<file path="config.mk">
export PLATFORM = sky130hd
export DESIGN_NAME = hse_ctrl
export DESIGN_NICKNAME = d
export VERILOG_FILES = /design/src/rtl/heap_sort_engine_top_assert.svh /design/src/rtl/hse_pkg.sv /design/src/rtl/hse_ctrl.sv
export SDC_FILE = /design/constraint.sdc
export NUM_CORES = 1
export LEC_CHECK = 0
export ABC_AREA = 1
export BUFFER_PORTS_ARGS = -buffer_cell sky130_fd_sc_hd__buf_2
export CAP_MARGIN = 10
export CELL_PAD_IN_SITES_DETAIL_PLACEMENT = 1
export CELL_PAD_IN_SITES_GLOBAL_PLACEMENT = 2
export CORE_ASPECT_RATIO = 0.75
export CORE_MARGIN = 1
export CORE_UTILIZATION = 30
export CTS_BUF_LIST = sky130_fd_sc_hd__clkbuf_8
export DETAILED_ROUTE_END_ITERATION = 8
export GPL_TIMING_DRIVEN = 1
export PLACE_DENSITY = 0.83
export SLEW_MARGIN = 15
export SYNTH_ARGS = -nofsm -noshare
export SYNTH_HDL_FRONTEND = slang
export SYNTH_SLANG_ARGS = --single-unit
</file>
<file path="constraint.sdc">
create_clock -name clk_i -period 2.15 [get_ports clk_i]
set_clock_uncertainty 0.05 [all_clocks]
set_input_delay 0.1075 -clock clk_i [delete_from_list [all_inputs] [get_ports clk_i]]
set_output_delay 0.1075 -clock clk_i [all_outputs]
set_load 0.01 [all_outputs]
</file>
<file path="src/rtl/heap_sort_engine_top_assert.svh">
// Assertion macros for the heap sort engine RTL.
`ifndef HEAP_SORT_ENGINE_TOP_ASSERT_SVH
`define HEAP_SORT_ENGINE_TOP_ASSERT_SVH

// Same-cycle implication, sampled on clk_i, off while rst_ni is low.
`define HSE_ASSERT(lbl, ante, cons) \
  lbl: assert property (@(posedge clk_i) disable iff (!rst_ni) (ante) |-> (cons)) \
    else $error("heap sort engine assertion failed");

// Next-cycle implication, sampled on clk_i, off while rst_ni is low.
`define HSE_ASSERT_NEXT(lbl, ante, cons) \
  lbl: assert property (@(posedge clk_i) disable iff (!rst_ni) (ante) |=> (cons)) \
    else $error("heap sort engine assertion failed");

`endif

</file>
<file path="src/rtl/hse_pkg.sv">
// Package for the heap sort engine: sizes, codes, payload and control structs.
`default_nettype none

package hse_pkg;

  localparam int unsigned DEPTH   = 1024;
  localparam int unsigned WIDTH   = 32;
  localparam int unsigned IDX_W   = $clog2(DEPTH);
  localparam int unsigned CNT_W   = $clog2(DEPTH + 1);
  localparam int unsigned PTR_W   = IDX_W + 2;

  localparam int unsigned MODE_W  = 2;
  localparam int unsigned VALUE_W = 32;
  localparam int unsigned INDEX_W = 10;
  localparam int unsigned COUNT_W = 11;
  localparam int unsigned CMP_W   = (INDEX_W > CNT_W) ? INDEX_W : CNT_W;

  typedef enum logic [MODE_W-1:0] {
    MODE_LOAD  = 2'd0,
    MODE_START = 2'd1,
    MODE_READ  = 2'd2
  } mode_e;

  typedef struct packed {
    logic [MODE_W-1:0]  mode;
    logic [VALUE_W-1:0] value;
    logic [INDEX_W-1:0] index;
  } in_item_t;

  typedef struct packed {
    logic [VALUE_W-1:0] result_value;
    logic [COUNT_W-1:0] element_count;
    logic               sorted_done;
    logic               overflow;
  } out_item_t;

  typedef struct packed {
    logic load;
    logic read_issue;
    logic out_load;
    logic sort_init;
    logic rd_up;
    logic up_w1;
    logic up_w2;
    logic build_adv;
    logic ex_init;
    logic ex_rd;
    logic ex_w1;
    logic ex_w2;
    logic dn_rd;
    logic dn_w1;
    logic dn_w2;
    logic ex_dec;
    logic finish;
  } cmd_t;

  typedef struct packed {
    logic count_lt2;
    logic up_gt;
    logic parent_root;
    logic build_last;
    logic left_out;
    logic dn_gt;
    logic iter_one;
    logic out_busy;
  } status_t;

endpackage

`default_nettype wire

</file>
<file path="src/rtl/hse_ctrl.sv">
// Controller state machine: input handshake and heapsort sequencing.
`default_nettype none

module hse_ctrl (
  input  wire logic                    clk_i,
  input  wire logic                    rst_ni,
  input  wire logic                    in_valid_i,
  output logic                         in_ready_o,
  input  wire logic [hse_pkg::MODE_W-1:0] mode_i,
  input  wire hse_pkg::status_t        status_i,
  output hse_pkg::cmd_t                cmd_o
);

  import hse_pkg::*;

  typedef enum logic [12:0] {
    S_IDLE    = 13'b0_0000_0000_0001,
    S_RD_OUT  = 13'b0_0000_0000_0010,
    S_UP_RD   = 13'b0_0000_0000_0100,
    S_UP_CMP  = 13'b0_0000_0000_1000,
    S_UP_W2   = 13'b0_0000_0001_0000,
    S_BLD_ADV = 13'b0_0000_0010_0000,
    S_EX_RD   = 13'b0_0000_0100_0000,
    S_EX_W1   = 13'b0_0000_1000_0000,
    S_EX_W2   = 13'b0_0001_0000_0000,
    S_DN_RD   = 13'b0_0010_0000_0000,
    S_DN_CMP  = 13'b0_0100_0000_0000,
    S_DN_W2   = 13'b0_1000_0000_0000,
    S_EX_ADV  = 13'b1_0000_0000_0000
  } state_e;

  state_e state_q, state_d;
  logic   accept;

  assign in_ready_o = (state_q == S_IDLE) &&
                      ((mode_i != MODE_READ) || !status_i.out_busy);
  assign accept     = in_valid_i && in_ready_o;

  always_comb begin
    state_d    = state_q;
    cmd_o      = '0;
    unique case (state_q)
      S_IDLE: begin
        if (accept) begin
          unique case (mode_i)
            MODE_LOAD: begin
              cmd_o.load = 1'b1;
            end
            MODE_START: begin
              if (status_i.count_lt2) begin
                cmd_o.finish = 1'b1;
              end else begin
                cmd_o.sort_init = 1'b1;
                state_d         = S_UP_RD;
              end
            end
            MODE_READ: begin
              cmd_o.read_issue = 1'b1;
              state_d          = S_RD_OUT;
            end
            default: begin
            end
          endcase
        end
      end
      S_RD_OUT: begin
        cmd_o.out_load = 1'b1;
        state_d        = S_IDLE;
      end
      S_UP_RD: begin
        cmd_o.rd_up = 1'b1;
        state_d     = S_UP_CMP;
      end
      S_UP_CMP: begin
        if (status_i.up_gt) begin
          cmd_o.up_w1 = 1'b1;
          state_d     = S_UP_W2;
        end else begin
          state_d = S_BLD_ADV;
        end
      end
      S_UP_W2: begin
        cmd_o.up_w2 = 1'b1;
        state_d     = status_i.parent_root ? S_BLD_ADV : S_UP_RD;
      end
      S_BLD_ADV: begin
        if (status_i.build_last) begin
          cmd_o.ex_init = 1'b1;
          state_d       = S_EX_RD;
        end else begin
          cmd_o.build_adv = 1'b1;
          state_d         = S_UP_RD;
        end
      end
      S_EX_RD: begin
        cmd_o.ex_rd = 1'b1;
        state_d     = S_EX_W1;
      end
      S_EX_W1: begin
        cmd_o.ex_w1 = 1'b1;
        state_d     = S_EX_W2;
      end
      S_EX_W2: begin
        cmd_o.ex_w2 = 1'b1;
        state_d     = S_DN_RD;
      end
      S_DN_RD: begin
        if (status_i.left_out) begin
          state_d = S_EX_ADV;
        end else begin
          cmd_o.dn_rd = 1'b1;
          state_d     = S_DN_CMP;
        end
      end
      S_DN_CMP: begin
        if (status_i.dn_gt) begin
          cmd_o.dn_w1 = 1'b1;
          state_d     = S_DN_W2;
        end else begin
          state_d = S_EX_ADV;
        end
      end
      S_DN_W2: begin
        cmd_o.dn_w2 = 1'b1;
        state_d     = S_DN_RD;
      end
      S_EX_ADV: begin
        if (status_i.iter_one) begin
          cmd_o.finish = 1'b1;
          state_d      = S_IDLE;
        end else begin
          cmd_o.ex_dec = 1'b1;
          state_d      = S_EX_RD;
        end
      end
      default: begin
        state_d = S_IDLE;
      end
    endcase
  end

  always_ff @(posedge clk_i or negedge rst_ni) begin
    if (!rst_ni) begin
      state_q <= S_IDLE;
    end else begin
      state_q <= state_d;
    end
  end

endmodule

`default_nettype wire

</file>
==> flow_metrics.env <==
export IMPL_largest_register="state_q"
export IMPL_core_area_um2=3040
export IMPL_drt_pass1_iterations=4
export IMPL_antennaDiodeCount=0
export IMPL_yosys_top_cells_count="inv_1, nor2_1, nand2_1"
export IMPL_whs_ps=6.10
export IMPL_synth_area_mux_share=0
export IMPL_htree_levels=1
export IMPL_grt_max_degree=14
export IMPL_pre_cts_ws_ps=577
export IMPL_fin_nets=193
export IMPL_status="complete, no violations"
export IMPL_syn_nets=156
export IMPL_synth_compound_area_frac=0.0353
export IMPL_slew_viol_final=0
export IMPL_hold_viol=0
export IMPL_critPathMaxFanout=5
export IMPL_dr_first_iter_drc_count=36
export IMPL_port_buffers=30
export IMPL_dpl_hpwl_um=2270
export IMPL_syn_inst=143
export IMPL_start_kind="flop"
export IMPL_ios=31
export IMPL_drv_cap=0
export IMPL_synth_simple_area_share=0.507
export IMPL_fin_ws_ps=310
export IMPL_setup_tns_ps=0
export IMPL_relSlewSlack=0.794
export IMPL_instances_no_fill=217
export IMPL_path_clk_slew_ps=60
export IMPL_synthFlopType="dfrtp_1"
export IMPL_rsz0062_at_grt="no"
export IMPL_synth_top_cell_area_share=0.303
export IMPL_final_util=0.414
export IMPL_yosys_warnings=0
export IMPL_num_rows=17
export IMPL_syn_area_um2=992
export IMPL_synth_seq_area_share=0.329
export IMPL_synth_top_family_by_area="simple AND/OR/NAND/NOR gates"
export IMPL_synth_edf_count=0
export IMPL_cp_data_required_time_ps=1990
export IMPL_grt_pass1_wl_um=4510
export IMPL_timing_final_setup_violations=0
export IMPL_cp_end_kind="output port"
export IMPL_layout_drive_gt1_share=0.374
export IMPL_fp_dieW_um=68.4
export IMPL_ys_ff_latch=13
export IMPL_ant_nets=0
export IMPL_hold_class="in2reg"
export IMPL_via_per_inst=4.46
export IMPL_async_flop_share=1.00
export IMPL_fmax_mhz=544
export IMPL_yosys_area_top_type="dfrtp_1"
export IMPL_p_per_area_nw_per_um2=742
export IMPL_worst_slew_pin_slew_ps=309
export IMPL_grt_pass1_vias=1020
export IMPL_largest_reg_flops=13
export IMPL_grt_overflow=0
export IMPL_route_detailed_drc=0
export IMPL_cts_sinks=13
export IMPL_fin_crit_ps=1840
export IMPL_crit_type="reg2out"
export IMPL_synthXorXnorAreaFrac=0
export IMPL_top_regs="state_q (13)"
export IMPL_wl_um=2670
export IMPL_cts_root_buf="clkbuf_8"
export IMPL_cts_tree="built"
export IMPL_worstPathArrival_ps=1680
export IMPL_clk_path_buf_depth=2
export IMPL_ir_drop_v=0.000333
export IMPL_postSynthAreaPerCell_um2=6.94
export IMPL_synthAdderAreaFrac=0
export IMPL_gp_congestion=0.787
export IMPL_p_leak_uw=0.000784
export IMPL_num_vias=967
export IMPL_track_usage=0.177
export IMPL_period_share=0.856
export IMPL_cts_buffers=3
export IMPL_die_area_um2=3540
export IMPL_start_util=0.326
export IMPL_drt_wirelength_per_cell_um=12.3
export IMPL_dp_cells=210
export IMPL_fp_dieH_um=51.8
export IMPL_synth_area_leaders="dfrtp_1, inv_1, nor2_1"
export IMPL_clock_latency_ps=250
export IMPL_yosysMostFrequentCell="inv_1"
export IMPL_yosys_cell_types_count=25
export IMPL_antenna_found_initial=0
export IMPL_syn_to_final_growth_pct=26.9
## cell families (layout without fill, tap and decap cells)
family          count (synthesis)  after routing
flops                          13             13
buf+inv                        33             69
compound gates                  6              6
simple gates                   91             91
## stage by stage
stage	total power, µW	area (µm²)
2_1_floorplan	608	992
3_3_place_gp	704	1180
3_5_place_dp	710	1180
4_1_cts	948	1260
5_1_grt	1010	1260
6_report	935	1260
## what timing repair did
item | in CTS | in global routing
buffers inserted | 0 | 0
endpoints found under the hold margin | 15 | 0
hold buffers | 3 | 0
resized for setup | 0 | 0
## final cells by class
type                    count  area [µm²]
clock buffers               3        41.3
multi-input cells          97         538
well taps                  38        47.5
flip-flops and latches     13         327
fillers                   409        1780
clock inverters             1        5.00
inverters                  32         120
repair buffers             33         180
## routing by layer
metal,share of wire,global-route usage
met1,0.48,0.230
met2,0.47,0.296
met3,0.035,0.0263
met4,0.017,0.0625
met5,0,0
## where the power goes
| part | switching (µW) | internal [µW] | leakage (µW) |
|---|---|---|---|
| logic | 270 | 143 | 0.000581 |
| clock network | 97.1 | 128 | 0.0000255 |
| registers | 22.8 | 274 | 0.000177 |
| total | 390 | 545 | 0.000784 |
## placed cells by master, fill, tap and decap left out
master         netlist  final
nand3b_1             1      1
o21ai_2              1      1
a21oi_1              1      1
nand3_1             11     11
o21ai_0              1      1
nand3_2              2      2
nor3_1               2      2
nor2_2               7      7
nor3_2               1      1
clkbuf_8             0      3
inv_2                5      5
nand2_1             22     22
o21ai_1              2      2
buf_2                0     30
clkinv_2             0      1
o22ai_1              1      1
nand2_2              8      8
nand4_1              1      1
dfrtp_1             12     12
dfstp_2              1      1
nor4_1               1      1
nor2_8               2      2
dlygate4sd3_1        0      3
nor2_4               4      4
nor2_1              26     26
nand2_4              2      2
inv_1               27     27
and3_1               1      1
## critical path, cell delays in order (launching register included)
cell	delay (ps)
dfrtp_1	420
nor2_4	190
nand2_4	90
nor2_8	130
nand2_2	120
nor2_4	110
nand2_2	90
o21ai_2	140
buf_2	140
## path summary, 6_finish.rpt
| check | startpoint | end | slack (ps) | cells after the start |
|---|---|---|---|---|
| max in group asynchronous | rst_ni | state_q[0]$_DFFE_PN1P_ | 1530 | 2 |
| setup reg to reg | state_q[0]$_DFFE_PN1P_ | state_q[2]$_DFFE_PN0P_ | 610 | 9 |
| setup / recovery | state_q[10]$_DFFE_PN0P_ | cmd_o[0] | 310 | 8 |
| hold reg to reg | state_q[11]$_DFFE_PN0P_ | state_q[11]$_DFFE_PN0P_ | 610 | 3 |
| min in group asynchronous | rst_ni | state_q[12]$_DFFE_PN0P_ | 240 | 2 |
| hold / removal | status_i[2] | state_q[12]$_DFFE_PN0P_ | 6 | 2 |
No activity file was read; power rests on OpenSTA's default activity.
